File: src/rtl/lir_pkg.sv
`default_nettype none

package lir_pkg;

	localparam int SAMPLE_W   = 16;
	localparam int STEP_W     = 18;
	localparam int CFG_IDX_W  = 2;
	localparam int CFG_DATA_W = 18;

	localparam logic [STEP_W-1:0] STEP_RESET = 18'd65536;

	typedef enum logic [CFG_IDX_W-1:0] {
		REG_STEP_RATIO = 2'd0,
		REG_BYPASS     = 2'd1
	} reg_idx_t;

	typedef struct packed {
		logic take;
		logic mul;
		logic rnd;
		logic pop;
	} cmd_t;

	typedef struct packed {
		logic bypass;
		logic primed;
		logic pos_ge_one;
		logic last;
	} sts_t;

endpackage

`default_nettype wire

File: src/rtl/lir_ctrl.sv
`default_nettype none

module lir_ctrl (
	input  wire logic          clk,
	input  wire logic          arst_n,
	input  wire logic          in_valid,
	input  wire logic          out_ready,
	input  wire lir_pkg::sts_t sts,
	output logic               in_ready,
	output logic               out_valid,
	output lir_pkg::cmd_t      cmd
);

	typedef enum logic [1:0] {
		S_IDLE,
		S_MUL,
		S_RND,
		S_HOLD
	} state_t;

	state_t state_q;
	state_t state_d;
	logic   in_ready_q;
	logic   out_valid_q;

	always_comb begin
		cmd      = '0;
		state_d  = state_q;
		unique case (state_q)
			S_IDLE: begin
				if (in_valid) begin
					cmd.take = 1'b1;
					priority if (sts.bypass) begin
						state_d = S_HOLD;
					end else if (!sts.primed || sts.pos_ge_one) begin
						state_d = S_IDLE;
					end else begin
						state_d = S_MUL;
					end
				end
			end
			S_MUL: begin
				cmd.mul = 1'b1;
				state_d = S_RND;
			end
			S_RND: begin
				cmd.rnd = 1'b1;
				state_d = S_HOLD;
			end
			S_HOLD: begin
				if (out_ready) begin
					cmd.pop = 1'b1;
					state_d = sts.last ? S_IDLE : S_MUL;
				end
			end
			default: begin
				state_d = S_IDLE;
			end
		endcase
	end

	always_ff @(posedge clk or negedge arst_n) begin
		if (!arst_n) begin
			state_q     <= S_IDLE;
			in_ready_q  <= 1'b1;
			out_valid_q <= 1'b0;
		end else begin
			state_q     <= state_d;
			in_ready_q  <= (state_d == S_IDLE);
			out_valid_q <= (state_d == S_HOLD);
		end
	end

	assign in_ready  = in_ready_q;
	assign out_valid = out_valid_q;

endmodule

`default_nettype wire

File: config.mk
export PLATFORM = sky130hd
export DESIGN_NAME = lir_ctrl
export DESIGN_NICKNAME = d
export VERILOG_FILES = /design/src/rtl/lir_pkg.sv /design/src/rtl/lir_ctrl.sv
export SDC_FILE = /design/constraint.sdc
export NUM_CORES = 1
export LEC_CHECK = 0
export ABC_AREA = 1
export BUFFER_PORTS_ARGS = -buffer_cell sky130_fd_sc_hd__buf_2
export CAP_MARGIN = 20
export CORE_AREA = 2 2 39 41
export DETAILED_ROUTE_END_ITERATION = 10
export DIE_AREA = 0 0 41 43
export GPL_TIMING_DRIVEN = 1
export PLACE_DENSITY = 0.47
export SYNTH_ARGS = -nofsm -noshare
export SYNTH_HDL_FRONTEND = slang
export SYNTH_SLANG_ARGS = --single-unit
File: constraint.sdc
create_clock -name clk -period 1.46 [get_ports clk]
set_input_delay 0.073 -clock clk [delete_from_list [all_inputs] [get_ports clk]]
set_output_delay 0.073 -clock clk [all_outputs]
set_load 0.02 [all_outputs]
# After elaboration in Yosys (flattened, before gate mapping)
# Cells that the tools add are included.
[op_classes]
eq_ne = 4
muxes = 12
reduce_logical = 4
[op_table]
columns = ["operator", "n"]
rows = [
  ["1-bit 2-to-1 mux", 8],
  ["2-bit case mux with 4 select lines", 1],
  ["2-bit == test, second input constant", 3],
  ["2-bit 2-to-1 mux", 3],
  ["2-bit zero test", 2],
  ["2-bit by 1-bit == test with 1-bit output, second input constant", 1],
  ["1-bit zero test", 1],
  ["1-bit logical OR", 1],
]
[word_totals]
regBits = 4
input_bits = 8
output_inout_bits = 6
wordCells = 23

# Longest topological paths before layout
[logic_depth]
depth_word = 7
ltp_mapped = 7
depth_no_buf = 7

# Worst setup path after synthesis
# Ideal clock, no wire load.
[synth_timing]
path_type = "reg-to-reg"
startpoint = "reg state_q[1]"
endpoint = "reg out_valid_q, in the netlist out_valid"
setup_ns = 0.111
arrival_ns = 0.881
required_time_ns = 1.349
slack_ns = 0.468
stages_incl_launch_ff = 6
path_buffers = 0
period_less_slack_ns = 0.992
path_cell_list = "dfrtp_1 > inv_2 > nor2_2 > o21ai_2 > nand2_2 > inv_2"
[synth_via]
elab_chain_len = 3
elab_cells_between_ends = 8
classes_between = "4 x eq/ne; 3 x mux; 1 x reduce/logical"
[synth_rtl]
columns = ["item", "line_no", "rtl"]
rows = [
  ["from (decl)", "lir_ctrl.sv:21", "state_t state_q;"],
  ["from (signal assigned)", "lir_ctrl.sv:68", "state_q <= state_d;"],
  ["2-bit == test (tied with other cells)", "lir_ctrl.sv:29", "unique case (state_q)"],
  ["2-bit case mux with 4 select lines *", "lir_ctrl.sv:29", ""],
  ["via state_d[1]", "lir_ctrl.sv:22", "state_t state_d;"],
  ["2-bit == test *", "lir_ctrl.sv:70", "out_valid_q <= (state_d == S_HOLD);"],
  ["to (signal assigned)", "lir_ctrl.sv:70", ""],
  ["to (decl)", "lir_ctrl.sv:24", "logic out_valid_q;"],
]
# Mark *: on every way through the listed nets, which the timed path passes. The rest lies on a longest branch.

==> results.json <==
{
  "status": "completed",
  "synthDistinctLibCells": 11,
  "yosys.area.top_type_share_pct": 34.88,
  "utilization_pct": 24.32,
  "hold_viol": 0,
  "wl_per_cell_um": 7.131,
  "syn-num-nets": 35,
  "die_x_um": 41,
  "die_h_um": 43,
  "reg2reg_to": "out_valid",
  "grt-ovfl-total": 0,
  "peakVddDrop_uv": 389.7,
  "drc_errors": 0,
  "synth_area_leaders": "dfrtp_1 35%, dfstp_2 12%, nand2_2 12%, inv_1 7.0%, nand2_1 7.0%",
  "firstDrtPassIters": 2,
  "multiInputGateArea_sq_um": 91.34,
  "reg2reg_from": "state_q[0]",
  "area_growth_pct": 56.40,
  "hold_ws_ns": 0.1572,
  "hp-class": "in -> reg",
  "synthAdderAreaFrac_pct": 0,
  "cts_tree": "built",
  "power.total_uw": 669.1,
  "yosys.area.top_type": "dfrtp_1",
  "drive_above_1_share_pct": 57.78,
  "ys_seq_elements": 4,
  "nNetsFinal": 54,
  "h-tree-depth": 1,
  "fin_crit_ns": 1.139,
  "setup_slack_ns": 0.3214,
  "critical_path.max_fanout": 5,
  "final_cell_mix": "13 x buf_2, 4 x nor2_1, 4 x inv_1, 4 x nand2_2, 4 x nand2_1",
  "viasPerCell": 3.295,
  "setup_violations": 0,
  "syn_area_sq_um": 215.2,
  "antenna_found_initial": 0,
  "vias": 201,
  "grt_usage_pct": 6.364,
  "powerDensity_nw_per_um2": 1988,
  "n_fill_cell": 159,
  "synth.area.mux_share_pct": 0,
  "drtIter0Drc": 4,
  "crit_required_ns": 1.39,
  "fin_setup_tns_ns": 0,
  "seq_area_frac_synth_pct": 47.09,
  "critPathKind": "reg -> out",
  "fmax_ghz": 0.8783,
  "synth_xor_area_share_pct": 0,
  "grt_pass1_wl_um": 641,
  "slew_violations": 0,
  "routabilityCongestion": 0.6289,
  "max_slew.worst_pin.slew_ns": 0.1857,
  "max_slew_margin_pct": 87.57,
  "regToRegSetupSlack_ns": 0.45,
  "grt_pass1_vias": 187,
  "max_cap_violations": 0,
  "rows": 14,
  "ant_nets": 0,
  "fin_skew_ns": 0.005469,
  "clockRootBuffer": "clkbuf_4",
  "end_kind": "output port",
  "syn_inst": 27,
  "clk_pin_slew_ns": 0.04,
  "clock_path_buffers": 2,
  "register_area_sq_um": 101.3,
  "place_ws_ns": 0.4687,
  "crit_arrival_ns": 1.07,
  "syn_avg_cell_area_sq_um": 7.971,
  "worstSkewPairLatency_ns": 0.23,
  "cts_buffers": 3,
  "synth_top_family_by_area": "simple AND/OR/NAND/NOR gates",
  "finalWirelength_um": 435,
  "clkSinkCount": 4,
  "ios": 14,
  "synth_warnings": 0,
  "endpoint": "cmd[3]",
  "core_region_area_sq_um": 1384,
  "p_leak_uw": 0.0001911,
  "dp_hpwl_um": 350.4,
  "critPathLaunch": "state_q[0]",
  "io_buffer_count": 13,
  "rsz0062_at_grt": "no",
  "final_common_cell": "buf_2",
  "synth_compound_area_share_pct": 4.070,
  "min_period_over_period_pct": 77.99,
  "r2r_cells": 5,
  "cp-start-kind": "flop",
  "start_util_pct": 15.55,
  "grt_max_degree": 6,
  "die-area_sq_um": 1763,
  "antenna_cells": 0,
  "synth_simple_gate_area_share_pct": 38.37
}
## cell families (layout without fill, tap and decap cells)
group,after synthesis,after routing
AOI/OAI and AO/OA,1,1
and+or+nand+nor,16,16
buffers and inverters,6,24
DFF,4,4
## area by class of cell
class | instances | area share [%]
sequential | 4 | 30.11
multi-input combinational | 17 | 27.14
tap | 16 | 5.948
timing repair buffer | 14 | 22.30
clock buffer | 4 | 7.807
inverter | 6 | 6.691
## routing by layer
metal | track usage (%) | wire (um)
met3 | 3.141 | 28
met5 | 0 | 0
met4 | 10.00 | 0
met2 | 6.875 | 212
met1 | 6.557 | 195
## synth_stat cells
| library cell | n |
|---|---|
| inv_1 | 4 |
| nand2_1 | 4 |
| nand2_2 | 4 |
| nor2_1 | 4 |
| dfrtp_1 | 3 |
| inv_2 | 2 |
| nand3_1 | 2 |
| dfstp_2 | 1 |
| nor2_2 | 1 |
| nor2_4 | 1 |
| o21ai_2 | 1 |
## registers in the layout (all words and copies together), names as in the netlist
| name | cells |
|---|---|
| in_ready | 1 |
| out_valid | 1 |
| state_q | 2 |
## where the power goes
part / switching (uW) / internal, uW
combinational: 213 / 108
clock: 43.1 / 102
sequential: 34.6 / 168
## stage by stage
stage	std cells	instance area, sq um
floorplan	27	215.2
global placement	56	300.3
detailed placement	56	300.3
CTS	61	336.6
global route	61	336.6
finish	61	336.6
## worst min path at each step
stage	slack (ns)	start	to	cells past startpoint
floorplan	-0.22	arst_n	out_valid	0
global placement	-0.12	arst_n	out_valid	1
detailed placement	-0.12	arst_n	out_valid	1
CTS	0.15	in_valid	state_q[1]	3
global route	0.17	arst_n	state_q[0]	2
finish	0.16	in_valid	state_q[1]	3
## critical path, cell delays in order (launching register included)
cell and delay [ns]:
dfrtp_1 0.41, inv_1 0.10, nand2_2 0.07, nor2_4 0.09, buf_2 0.17
## repair_timing
item	CTS	global route
hold endpoints to repair	4	0
endpoints found under the setup margin	0	0
gates resized for setup	0	0
buffers inserted	0	0
hold buffers	1	0
Power figures use the tool's default switching activity.
