File: config.mk
export PLATFORM = sky130hd
export DESIGN_NAME = lir_datapath
export DESIGN_NICKNAME = d
export VERILOG_FILES = /design/src/rtl/lir_pkg.sv /design/src/rtl/lir_datapath.sv
export SDC_FILE = /design/constraint.sdc
export NUM_CORES = 1
export LEC_CHECK = 0
export CORE_UTILIZATION = 46
export DETAILED_ROUTE_END_ITERATION = 10
export DONT_BUFFER_PORTS = 1
export HOLD_SLACK_MARGIN = 0.1
export MAX_ROUTING_LAYER = met4
export SLEW_MARGIN = 20
export SYNTH_ARGS = -nofsm -noshare
export SYNTH_HDL_FRONTEND = slang
export SYNTH_SLANG_ARGS = --single-unit
File: constraint.sdc
create_clock -name clk -period 12.65 [get_ports clk]
set_clock_uncertainty 0.2 [all_clocks]
set_input_delay 2.53 -clock clk [delete_from_list [all_inputs] [get_ports clk]]
set_output_delay 2.53 -clock clk [all_outputs]
set_load 0.02 [all_outputs]
File: src/rtl/lir_pkg.sv
`default_nettype none

package lir_pkg;

	localparam int SAMPLE_W   = 16;
	localparam int STEP_W     = 18;
	localparam int CFG_IDX_W  = 2;
	localparam int CFG_DATA_W = 18;

	localparam logic [STEP_W-1:0] STEP_RESET = 18'd65536;

	typedef enum logic [CFG_IDX_W-1:0] {
		REG_STEP_RATIO = 2'd0,
		REG_BYPASS     = 2'd1
	} reg_idx_t;

	typedef struct packed {
		logic take;
		logic mul;
		logic rnd;
		logic pop;
	} cmd_t;

	typedef struct packed {
		logic bypass;
		logic primed;
		logic pos_ge_one;
		logic last;
	} sts_t;

endpackage

`default_nettype wire

File: src/rtl/lir_datapath.sv
`default_nettype none

module lir_datapath #(
	parameter int FRAC_BITS   = 16,
	parameter int MAX_OUTPUTS = 16
) (
	input  wire logic                                clk,
	input  wire logic                                arst_n,
	input  wire logic                                cfg_we,
	input  wire logic [lir_pkg::CFG_IDX_W-1:0]       cfg_idx,
	input  wire logic [lir_pkg::CFG_DATA_W-1:0]      cfg_data,
	input  wire logic signed [lir_pkg::SAMPLE_W-1:0] sample_in,
	input  wire lir_pkg::cmd_t                       cmd,
	output lir_pkg::sts_t                            sts,
	output logic signed [lir_pkg::SAMPLE_W-1:0]      sample_out,
	output logic                                     last
);

	localparam int PW = 4 + FRAC_BITS;
	localparam int AW = (PW > lir_pkg::STEP_W) ? PW : lir_pkg::STEP_W;
	localparam int CW = $clog2(MAX_OUTPUTS + 1);
	localparam int TW = FRAC_BITS + 18;
	localparam int MW = TW - FRAC_BITS;
	localparam logic [PW-1:0] ONE  = PW'(1) << FRAC_BITS;
	localparam logic [TW-1:0] HALF = TW'(1) << (FRAC_BITS - 1);
	localparam logic [MW-1:0] MAG_NEG_LIM = MW'(32768);
	localparam logic [MW-1:0] MAG_POS_LIM = MW'(32767);

	logic [lir_pkg::STEP_W-1:0]          step_q;
	logic                                bypass_q;
	logic                                primed_q;
	logic [PW-1:0]                       pos_q;
	logic signed [lir_pkg::SAMPLE_W-1:0] prev_q;
	logic signed [lir_pkg::SAMPLE_W-1:0] x_q;
	logic [CW-1:0]                       cnt_q;
	logic signed [TW-1:0]                prod_s1;
	logic signed [lir_pkg::SAMPLE_W-1:0] sample_out_q;
	logic                                last_q;

	logic                                pos_ge_one;
	logic [AW-1:0]                       pos_sum;
	logic [PW-1:0]                       pos_adv;
	logic [CW-1:0]                       cnt_inc;
	logic                                more;
	logic signed [lir_pkg::SAMPLE_W:0]   diff;
	logic signed [TW-1:0]                prod;
	logic signed [TW-1:0]                total;
	logic                                neg;
	logic [TW-1:0]                       mag;
	logic [TW-1:0]                       mag_rnd;
	logic [MW-1:0]                       rmag;
	logic signed [lir_pkg::SAMPLE_W-1:0] result;

	assign pos_ge_one = (pos_q[PW-1:FRAC_BITS] != '0);
	assign pos_sum    = AW'(pos_q) + AW'(step_q);
	assign pos_adv    = pos_sum[PW-1:0];
	assign cnt_inc    = cnt_q + CW'(1);
	assign more       = (pos_adv[PW-1:FRAC_BITS] == '0) && (cnt_inc < CW'(MAX_OUTPUTS));

	assign diff = {x_q[lir_pkg::SAMPLE_W-1], x_q} - {prev_q[lir_pkg::SAMPLE_W-1], prev_q};
	assign prod = $signed({1'b0, pos_q[FRAC_BITS-1:0]}) * diff;

	assign total   = $signed({{2{prev_q[lir_pkg::SAMPLE_W-1]}}, prev_q, {FRAC_BITS{1'b0}}})
		+ prod_s1;
	assign neg     = total[TW-1];
	assign mag     = neg ? TW'(-total) : TW'(total);
	assign mag_rnd = mag + HALF;
	assign rmag    = mag_rnd[TW-1:FRAC_BITS];

	always_comb begin
		if (neg) begin
			if (rmag > MAG_NEG_LIM) begin
				result = 16'sh8000;
			end else begin
				result = -$signed(rmag[lir_pkg::SAMPLE_W-1:0]);
			end
		end else begin
			if (rmag > MAG_POS_LIM) begin
				result = 16'sh7fff;
			end else begin
				result = $signed(rmag[lir_pkg::SAMPLE_W-1:0]);
			end
		end
	end

	always_ff @(posedge clk or negedge arst_n) begin
		if (!arst_n) begin
			step_q   <= lir_pkg::STEP_RESET;
			bypass_q <= 1'b0;
			primed_q <= 1'b0;
			pos_q    <= '0;
			prev_q   <= '0;
			cnt_q    <= '0;
			last_q   <= 1'b0;
		end else begin
			if (cfg_we) begin
				if (cfg_idx == lir_pkg::CFG_IDX_W'(lir_pkg::REG_STEP_RATIO)) begin
					step_q <= cfg_data[lir_pkg::STEP_W-1:0];
				end else if (cfg_idx == lir_pkg::CFG_IDX_W'(lir_pkg::REG_BYPASS)) begin
					bypass_q <= cfg_data[0];
				end
			end
			if (cmd.take) begin
				cnt_q <= '0;
				if (bypass_q) begin
					last_q <= 1'b1;
				end else if (!primed_q) begin
					prev_q   <= sample_in;
					primed_q <= 1'b1;
				end else if (pos_ge_one) begin
					pos_q  <= pos_q - ONE;
					prev_q <= sample_in;
				end
			end
			if (cmd.rnd) begin
				last_q <= !more;
				pos_q  <= pos_adv;
				cnt_q  <= cnt_inc;
			end
			if (cmd.pop && last_q && !bypass_q) begin
				prev_q <= x_q;
				if (pos_ge_one) begin
					pos_q <= pos_q - ONE;
				end
			end
		end
	end

	always_ff @(posedge clk) begin
		if (cmd.take) begin
			x_q <= sample_in;
			if (bypass_q) begin
				sample_out_q <= sample_in;
			end
		end
		if (cmd.mul) begin
			prod_s1 <= prod;
		end
		if (cmd.rnd) begin
			sample_out_q <= result;
		end
	end

	assign sts.bypass     = bypass_q;
	assign sts.primed     = primed_q;
	assign sts.pos_ge_one = pos_ge_one;
	assign sts.last       = last_q;
	assign sample_out     = sample_out_q;
	assign last           = last_q;

	a_cnt_bound: assert property (@(posedge clk) disable iff (!arst_n)
		cnt_q <= CW'(MAX_OUTPUTS))
		else $error("output count ran past its limit");

endmodule

`default_nettype wire

# After elaboration in Yosys (flattened, before gate mapping)
# Cells that the tools add are included.
# Widths: inputs -> output; s select.
# word_totals
reg_bits	128
in_bits	43
out_inout_bits	21
wordCells	67
# classes
add_sub_neg	8
n_mul	1
order_cmp	3
eq_ne	3
mux	24
n_bitwise	2
n_reduce_logical	16
# op_table
operator	n
$mux 16	11
$mux 20	7
$add 32x34->34	1
$add 34x16->34 const B	1
$mul 17x17->34	1
$mux 34	1
$neg 34->34	1
$add 20x18->20	1
$sub 20x17->20 const B	1
$gt 18x15->1 const B	1
$gt 18x16->1 const B	1
$sub 16x16->17	1
$neg 16->16	1
$mux 5	2
$reduce_and 2->1	3
$reduce_and 3->1	2
$reduce_bool 2->1	3
$add 5x1->5 const B	1
$lt 5x5->1 const B	1
$logic_not 4->1	1
$reduce_bool 4->1	1
$logic_and 1x1->1	3
$mux 1	3
$ne 3x1->1 const B	1
5 further kinds	7

# Depth between registers and ports, before layout
# Gate-level depths: netlist of the first run.
# logic_depth
word_depth	8
mapped_depth	38
depth_no_buf	37

# Least setup slack after synthesis of the first run
# OpenSTA, ideal clock, no wires.
# synth_timing
kind	flip-flop to flip-flop
from	register prev_q[1] in the netlist's numbering
to	register prod_s1[30], data pin
setup_ns	0.258
arrival_ns	8.904
required_time_ns	12.192
slack_ns	3.288
path_stages_with_launch	35
n_path_buf	2
cell_sequence	dfrtp_1 > inv_1 > ha_1 > nor2b_1 > o21ai_0 > a21boi_0 > o21ai_0 > a21boi_0 > o21ai_0 > a21boi_0 > o21ai_0 > a21boi_0 > o21a_1 > o2111a_1 > clkbuf_1 > or2_2 > clkbuf_1 > o311ai_0 > fa_1 > fa_1 > fa_1 > fa_1 > fa_1 > inv_1 > fa_1 > inv_1 > ha_1 > a21o_1 > o41ai_1 > o21ai_0 > a31o_2 > o41a_1 > a31oi_1 > o2bb2ai_1 > xnor2_1
# synth_via
elab_chain_len	2
# synth_rtl
item	line	text
start, declared	lir_datapath.sv:33	logic signed [lir_pkg::SAMPLE_W-1:0] prev_q;
start signal, assigned	lir_datapath.sv:108	prev_q <= sample_in;
start signal, assigned	lir_datapath.sv:112	prev_q <= sample_in;
start signal, assigned	lir_datapath.sv:121	prev_q <= x_q;
$sub 16x16->17	lir_datapath.sv:60	assign diff = {x_q[lir_pkg::SAMPLE_W-1], x_q} - {prev_q[lir_pkg::SAMPLE_W-1], prev_q};
$mul 17x17->34	lir_datapath.sv:61	assign prod = $signed({1'b0, pos_q[FRAC_BITS-1:0]}) * diff;
named net prod[30]	lir_datapath.sv:46	logic signed [TW-1:0] prod;
end signal, assigned	lir_datapath.sv:137	prod_s1 <= prod;
end, declared	lir_datapath.sv:36	logic signed [TW-1:0] prod_s1;
# The timed path passes the listed nets, and every way through them passes these cells.
# A chain may end at the register's enable or synchronous reset.

# Worst setup path after layout of the first run
# layout_timing
from	register prev_q[1] in the netlist's numbering
to	register prod_s1[32], data pin
# Same word-level chain as after synthesis.

==> impl_metrics.csv, run 1 <==
group,metric,value,unit
status,status,"completed",
worst_setup_path,endpoint_kind,"register",
worst_setup_path,cpMostUsedCell,"fa_1",
worst_setup_path,cp_top_family,"compound AO/OA/AOI/OAI gates",
detailed_routing,wirelength,47400,um
layout,insertedDiodeCount,0,
synth,synthTopCellsByArea,"fa_1, ha_1, edfxtp_1, dfrtp_1, inv_1",
worst_setup_path,critPathBufInv,3,
cts,path_clk_slew,0.06,ns
detailed_routing,via_per_inst,5.56,
worst_setup_path,start_kind,"register",
worst_setup_path,required,12.61,ns
timing,setup_violations,0,
die,dieArea,41800,sq um
die,core_region_area,40100,sq um
global_routing,grt_pass1_vias,15000,
synth,synth.ff_latch_count,128,
hold_path,hold_class,"register to register",
synth,synth_top_family_by_area,"adder cells",
global_routing,grt_overflow,0,
timing,final_hold_viol_count,0,
timing,min_period,10.71,ns
worst_setup_path,cpMaxStageDelayCell,"o311ai_0",
synth,syn_area_per_cell,8.83,sq um
layout,syn_to_final_growth,5.58,%
placement,dpl_worst_slack,1.99,ns
cts,clkLatencyLatePin,0.42,ns
layout,layout-drive-gt1-share,0.0663,
global_routing,grt.busiest_layer,"met2",
worst_setup_path,crit_fanout,18,
cts,clock_path_buffers,2,
cts,ctsHoldBuffers,0,
timing,relSlewSlack,0.249,
synth,synth_edf_count,66,
placement,globalplace.congestion,0.877,
timing,post-route-period-util,0.846,
synth,ys_seq_area_frac,0.188,
global_routing,met2_usage,0.391,
detailed_routing,wl_per_cell,18.2,um
detailed_routing,dr.pass1.iters,5,
cts,postCtsSetupBuffers,0,
worst_setup_path,r2r_end,"prod_s1[32]",
cts,ctsHtreeMaxLevel,4,
cts,cts_buffers,17,
cts,postCtsResizedCells,0,
synth,yosysTopAreaCell,"fa_1",
timing,finalSetupTns,0,ns
placement,dp_hpwl,36600,um
timing,setup_slack,1.94,ns
placement,io_buffers,0,
hold_path,holdPathStages,1,
global_routing,grt.total_usage,0.246,
synth,synthCells,2134,
synth,synth-xor-area-share,0.0492,
detailed_routing,vias,14500,
synth,synth-compound-area-share,0.130,
synth,yosysWarnings,0,
die,die_x,204,um
synth,ys.flop_type,"edfxtp_1",
die,chipHeight,204,um
detailed_routing,drt_iter0_drc,1085,
synth,synthAdderAreaFrac,0.348,
timing,drv_slew,0,
worst_setup_path,crit_type,"register to register",
timing,tightestPinTransition,1.13,ns
die,start_util,0.470,
global_routing,grt_pass1_wl,78800,um
detailed_routing,drtAntennaViolNets,0,
die,ios,64,
worst_setup_path,r2r_slack,1.94,ns
worst_setup_path,crit_path_start,"prev_q[1]",
cts,root_buffer,"clkbuf_16",
worst_setup_path,arrival,10.67,ns
synth,muxShareOfSynthArea,0.0181,
die,row_count,73,
synth,synthSimpleGateAreaFrac,0.177,
layout,fin_nets,2509,
synth,yosysMostFrequentCell,"inv_1",
cts,cts.sinks,128,
synth,syn-num-nets,2573,
global_routing,antenna_found_initial,2,
global_routing,grt_max_degree,63,
global_routing,use_met3,0.0282,
worst_setup_path,cpPeakStageDelay,0.59,ns
worst_setup_path,r2r-start,"prev_q[1]",
worst_setup_path,rr_worst_depth,32,
cts,cts_tree,"built",
timing,max_freq,0.0934,GHz
worst_setup_path,crit_cells,32,
synth,async_flop_share,0.484,
synth,syn_area,18800,sq um
synth,yosysUniqueCellTypes,95,
timing,rsz0062_at_grt,"no",
worst_setup_path,crit_end,"prod_s1[32]",
synth,synth_common_cells,"inv_1, nand2_1, fa_1",
global_routing,met1_usage,0.342,
detailed_routing,route.detailed.drc,0,
flow_run,cap_violations,0,
synth,synth_top_area_share,0.225,
-- worst min path at each step --
stage                    start         end  slack [ns]
floorplan             cnt_q[2]    cnt_q[2]        0.27
global placement      cnt_q[2]    cnt_q[2]        0.30
detailed placement  step_q[14]  step_q[14]        0.31
CTS                 step_q[14]  step_q[14]        0.33
global route        step_q[14]  step_q[14]        0.34
finish              step_q[14]  step_q[14]        0.32
-- registers in the layout, summed over array words and instances, names as in the netlist --
signal,cells
sample_out,16
x_q,16
pos_q,20
last,1
prod_s1,34
prev_q,16
step_q,18
primed_q,1
bypass_q,1
cnt_q,5
-- cell usage in the layout (no fill, tap or decap), drive strengths merged, types with 40 or more instances in the layout --
master	n
inv	335
o21ai	82
nor2b	40
dfrtp	61
ha	184
xnor2	78
nand2	236
a21oi	113
edfxtp	66
fa	212
nor2	111
nand3	56
and2	93
-- routing by layer --
layer  part of all wire  vias up
li1                   -     6896
met1               0.48     7216
met2               0.46      347
met3              0.050       49
met4              0.014        0
met5                  0        -
-- layout make-up --
cell class	instances	area (sq um)
Clock inverter	14	204
Inverter	330	1240
Fill cell	3763	20200
Sequential cell	128	3530
Multi-Input combinational cell	1568	13600
Tap cell	525	657
Timing Repair Buffer	25	188
Clock buffer	18	429
-- logic make-up after synthesis --
kind of cell	after synthesis
compound gates	367
buf+inv	438
flops	128
xor+xnor	105
fa+ha+maj	397
simple gates	668
mux	31
-- worst register-to-register path: cells and delay by family (launching register included) --
| kind | cells | cell delay (ns) |
|---|---|---|
| AOI/OAI and AO/OA | 18 | 5.05 |
| xor gates and xnor gates | 1 | 0.07 |
| buffers and inverters | 3 | 0.21 |
| and+or+nand+nor | 2 | 0.69 |
| adders and majority gates | 8 | 3.84 |
| DFF | 1 | 0.39 |
-- through the flow --
stage,instance area (sq um),cells,utilization,hold WS (ns)
floorplan,18800,2134,-,0.273
global placement,19300,2576,0.480,0.296
detailed placement,19300,2576,0.480,0.312
CTS,19900,2608,0.496,0.326
global route,19900,2608,0.496,0.339
finish,19900,2608,0.496,0.321
Power of run 1 is left out: the tool's default activity adds up to more than one toggle a clock period on the data nets, which glitch-free logic cannot reach.
==> inputs of run 2 (changes only) <==
==> constraint.sdc (replaced) <==
create_clock -name clk -period 10.8 [get_ports clk]
set_clock_uncertainty 0.2 [all_clocks]
set_input_delay 2.16 -clock clk [delete_from_list [all_inputs] [get_ports clk]]
set_output_delay 2.16 -clock clk [all_outputs]
set_load 0.02 [all_outputs]
==> impl_metrics.csv, run 2 (synthesized netlist as in run 1, its figures left out) <==
group,metric,value,unit
global_routing,grt_pass1_vias,15000,
layout,final_cell_mix,"inv_1, nand2_1, fa_1",
detailed_routing,routed.top_layer,"met4",
detailed_routing,vias,14600,
die,chipHeight,204,um
layout,largest_register_ffs,34,
cts,clock_path_buffers,2,
global_routing,grt_max_degree,63,
cts,ctsHtreeMaxLevel,4,
detailed_routing,wl_met2,23500,um
timing,setup_slack,0.799,ns
timing,min_period,10.00,ns
timing,tightestPinTransition,1.13,ns
placement,dpl_worst_slack,0.590,ns
die,die_x,204,um
cts,cts_tree,"built",
worst_setup_path,crit_type,"register to register",
timing,final_hold_viol_count,0,
worst_setup_path,required,10.76,ns
layout,insertedDiodeCount,0,
detailed_routing,drt-met1-wl,21900,um
placement,dp_hpwl,37000,um
detailed_routing,via_per_inst,5.58,
cts,cts_buffers,17,
detailed_routing,dr.pass1.iters,6,
layout,multiInputGateArea,13600,sq um
layout,top_register,"prod_s1",
die,ios,64,
worst_setup_path,start_kind,"register",
placement,dp.cells,2582,
timing,drv_slew,0,
die,core_region_area,40100,sq um
detailed_routing,drt_iter0_drc,1007,
worst_setup_path,crit_fanout,16,
timing,relSlewSlack,0.247,
detailed_routing,wl_met3,2540,um
timing,post-route-period-util,0.926,
placement,io_buffers,0,
cts,cts.sinks,128,
die,row_count,73,
worst_setup_path,arrival,9.96,ns
layout,syn_to_final_growth,5.68,%
flow_run,cap_violations,0,
placement,globalplace.congestion,0.912,
timing,rsz0062_at_grt,"no",
layout,largestRegisters,"prod_s1 (34), pos_q (20), step_q (18)",
layout,fin_nets,2515,
global_routing,antenna_found_initial,0,
cts,path_clk_slew,0.07,ns
worst_setup_path,cpMostUsedCell,"fa_1",
cts,clkLatencyLatePin,0.43,ns
die,start_util,0.470,
global_routing,grt.total_usage,0.250,
layout,layout-drive-gt1-share,0.0689,
timing,setup_violations,0,
hold_path,hold_class,"register to register",
worst_setup_path,endpoint_kind,"register",
detailed_routing,wirelength,48500,um
layout,final_common_cell,"inv_1",
timing,finalSetupTns,0,ns
die,dieArea,41800,sq um
timing,max_freq,0.100,GHz
detailed_routing,drtAntennaViolNets,0,
cts,ctsHoldBuffers,0,
detailed_routing,wl_per_cell,18.6,um
status,status,"completed",
layout,fillers,3831,
worst_setup_path,cpMaxStageDelayCell,"fa_1",
cts,root_buffer,"clkbuf_16",
layout,fin_cells,2614,
detailed_routing,route.detailed.drc,0,
global_routing,grt_pass1_wl,79300,um
global_routing,grt_overflow,0,
layout,seq_area,3530,sq um
worst_setup_path,cpPeakStageDelay,0.55,ns
[run 2: cell types whose count changed in the layout (fill, tap and decap cells not counted), sizes merged]
cell      before  now
bufinv         4    1
inv          335  336
clkbuf        18   21
buf           25   31
clkinvlp       2    1
[run 2: path summary, 6_finish.rpt]
check / start / slack (ns) / end / cells after the start
min reg2reg: step_q[4] / 0.32 / step_q[4] / 1
max: prev_q[1] / 0.80 / prod_s1[32] / 32
min: step_q[4] / 0.32 / step_q[4] / 1
max in group asynchronous: arst_n / 8.99 / step_q[16] / 0
min in group asynchronous: arst_n / 1.22 / pos_q[5] / 0
max reg2reg: prev_q[1] / 0.80 / prod_s1[32] / 32
[run 2: area by class of cell]
cell class                      count  share of cell area
Multi-Input combinational cell   1568               0.685
Sequential cell                   128               0.177
Inverter                          330              0.0622
Tap cell                          525              0.0330
Clock buffer                       21              0.0249
Timing Repair Buffer               31              0.0117
Clock inverter                     11             0.00572
[run 2: routing by layer]
metal	track usage	vias to the layer above
met5	-	-
met1	0.330	7234
li1	-	6913
met4	0.0480	0
met3	0.0319	56
met2	0.412	377
[run 2: repair_timing]
action                                  CTS  global route
gates resized for setup                   0             1
buffers inserted                          0             0
endpoints found under the setup margin    0             3
hold endpoints to repair                  0             0
[run 2: per-stage QoR]
stage / hold slack (ns) / cell area, sq um / util
final: 0.319 / 19900 / 0.497
after CTS: 0.324 / 19900 / 0.497
after global placement: 0.296 / 19300 / 0.481
after floorplan: 0.273 / 18800 / -
after detailed placement: 0.307 / 19300 / 0.481
after global routing: 0.331 / 19900 / 0.497
[run 2: critical path, delay by kind of cell (launching register included)]
kind	cells	cell delay, ns
buffers and inverters	3	0.21
AOI/OAI and AO/OA	18	4.48
DFF	1	0.39
adders and majority gates	8	3.81
xor gates and xnor gates	1	0.07
and+or+nand+nor	2	0.57
Power of run 2 is left out for the same reason.
==> inputs of run 3 (changes only) <==
--- a/config.mk
+++ b/config.mk
@@ -6,8 +6,10 @@
 export NUM_CORES = 1
 export LEC_CHECK = 0
 export CORE_UTILIZATION = 46
+export CTS_CLUSTER_DIAMETER = 150
 export DETAILED_ROUTE_END_ITERATION = 10
 export DONT_BUFFER_PORTS = 1
+export GPL_TIMING_DRIVEN = 0
 export HOLD_SLACK_MARGIN = 0.1
 export MAX_ROUTING_LAYER = met4
 export SLEW_MARGIN = 20
==> impl_metrics.csv, run 3 (synthesized netlist as in run 1, its figures left out) <==
group,metric,value,unit
global_routing,grt_max_degree,63,
layout,top_register,"prod_s1",
die,ios,64,
worst_setup_path,cpMostUsedCell,"fa_1",
layout,syn_to_final_growth,7.02,%
cts,clkLatencyLatePin,0.44,ns
timing,tightestPinTransition,1.23,ns
global_routing,grt_pass1_wl,85700,um
cts,postCtsSetupBuffers,0,
worst_setup_path,cpMaxStageDelayCell,"fa_1",
detailed_routing,wirelength,52700,um
worst_setup_path,endpoint_kind,"register",
detailed_routing,via_per_inst,5.63,
timing,drv_slew,0,
layout,fin_cells,2692,
layout,final_common_cell,"inv_1",
detailed_routing,dr.pass1.iters,5,
global_routing,antenna_found_initial,4,
detailed_routing,route.detailed.drc,0,
worst_setup_path,required,10.77,ns
detailed_routing,vias,15100,
cts,path_clk_slew,0.06,ns
worst_setup_path,crit_fanout,9,
worst_setup_path,cpPeakStageDelay,0.56,ns
flow_run,cap_violations,0,
timing,relSlewSlack,0.173,
die,dieArea,41800,sq um
layout,fin_nets,2592,
placement,postPlaceCellArea,19500,sq um
timing,holdWs,0.318,ns
detailed_routing,wl_per_cell,19.6,um
timing,final_hold_viol_count,0,
die,start_util,0.470,
status,status,"completed",
die,die_x,204,um
cts,root_buffer,"clkbuf_16",
cts,cts_buffers,17,
detailed_routing,drtAntennaViolNets,0,
detailed_routing,drt_iter0_drc,1017,
cts,ctsHoldBuffers,0,
placement,io_buffers,0,
placement,globalplace.congestion,0.962,
cts,cts.sinks,128,
timing,max_freq,0.0973,GHz
worst_setup_path,crit_type,"register to register",
worst_setup_path,arrival,10.24,ns
die,chipHeight,204,um
layout,largest_register_ffs,34,
global_routing,grt.total_usage,0.275,
cts,clock_path_buffers,2,
timing,min_period,10.27,ns
hold_path,hold_class,"register to register",
worst_setup_path,start_kind,"register",
placement,dp_hpwl,42600,um
timing,rsz0062_at_grt,"yes",
layout,final_cell_mix,"inv_1, nand2_1, fa_1",
cts,cts_tree,"built",
timing,setup_violations,0,
placement,dp.cells,2659,
global_routing,grt_overflow,0,
die,row_count,73,
global_routing,grt_pass1_vias,15900,
timing,post-route-period-util,0.951,
layout,fillers,3871,
layout,layout-drive-gt1-share,0.0600,
layout,fin_util,0.503,
layout,largestRegisters,"prod_s1 (34), pos_q (20), step_q (18)",
layout,stdcell_area,20200,sq um
cts,ctsHtreeMaxLevel,4,
die,core_region_area,40100,sq um
[run 3: cell count changes in the layout (fill, tap and decap cells not counted), sizes merged]
| cell | previous run | this run |
|---|---|---|
| clkinv | 3 | 5 |
| diode | 0 | 1 |
| inv | 336 | 333 |
| buf | 31 | 26 |
| clkinvlp | 1 | 3 |
| bufinv | 1 | 3 |
| clkbuf | 21 | 100 |
[run 3: path summary, 6_finish.rpt]
path,startpoint,end,slack [ns],cells after the start
setup / recovery,prev_q[1],prod_s1[32],0.53,35
hold / removal,step_q[17],step_q[17],0.32,1
setup reg to reg,prev_q[1],prod_s1[32],0.53,35
hold reg to reg,step_q[17],step_q[17],0.32,1
max in group asynchronous,arst_n,step_q[16],8.99,0
min in group asynchronous,arst_n,step_q[4],1.21,0
[run 3: final cells by class]
type / count / area [sq um] / area share
antenna: 1 / 2.50 / 0.000124
buffer: 108 / 477 / 0.0236
clock inverter: 14 / 161 / 0.00800
sequential: 128 / 3540 / 0.175
clock buffer: 18 / 439 / 0.0218
inverter: 330 / 1240 / 0.0614
multi-input combinational: 1568 / 13700 / 0.677
tap: 525 / 657 / 0.0326
[run 3: layer usage]
metal / vias to the layer above / routed length [um] / GRT usage
li1: 7072 / - / -
met1: 7553 / 22500 / 0.346
met2: 425 / 25300 / 0.450
met3: 97 / 3150 / 0.0415
met4: 0 / 1760 / 0.0981
met5: - / 0 / -
[run 3: metrics by stage]
step	worst slack, ns	TNS, ns
floorplan	1.44	0
global placement	-0.358	-1.09
detailed placement	-0.363	-1.11
CTS	0.00588	0
global route	-0.00893	-0.00893
finish	0.526	0
[run 3: critical path, delay by kind of cell, from the launching register on]
kind / cells / cell delay [ns]
AO/OA/AOI/OAI: 18 / 4.27
adder cells (fa/ha/maj): 8 / 3.81
buffers and inverters: 6 / 0.73
AND/OR/NAND/NOR: 2 / 0.47
flip-flops: 1 / 0.44
XOR/XNOR: 1 / 0.07
[run 3: timing repair]
| action | 4_1_cts | 5_1_grt |
|---|---|---|
| setup endpoints to repair | 4 | 7 |
| gates resized for setup | 5 | 13 |
| gates cloned | 0 | 0 |
Power of run 3 is left out for the same reason.
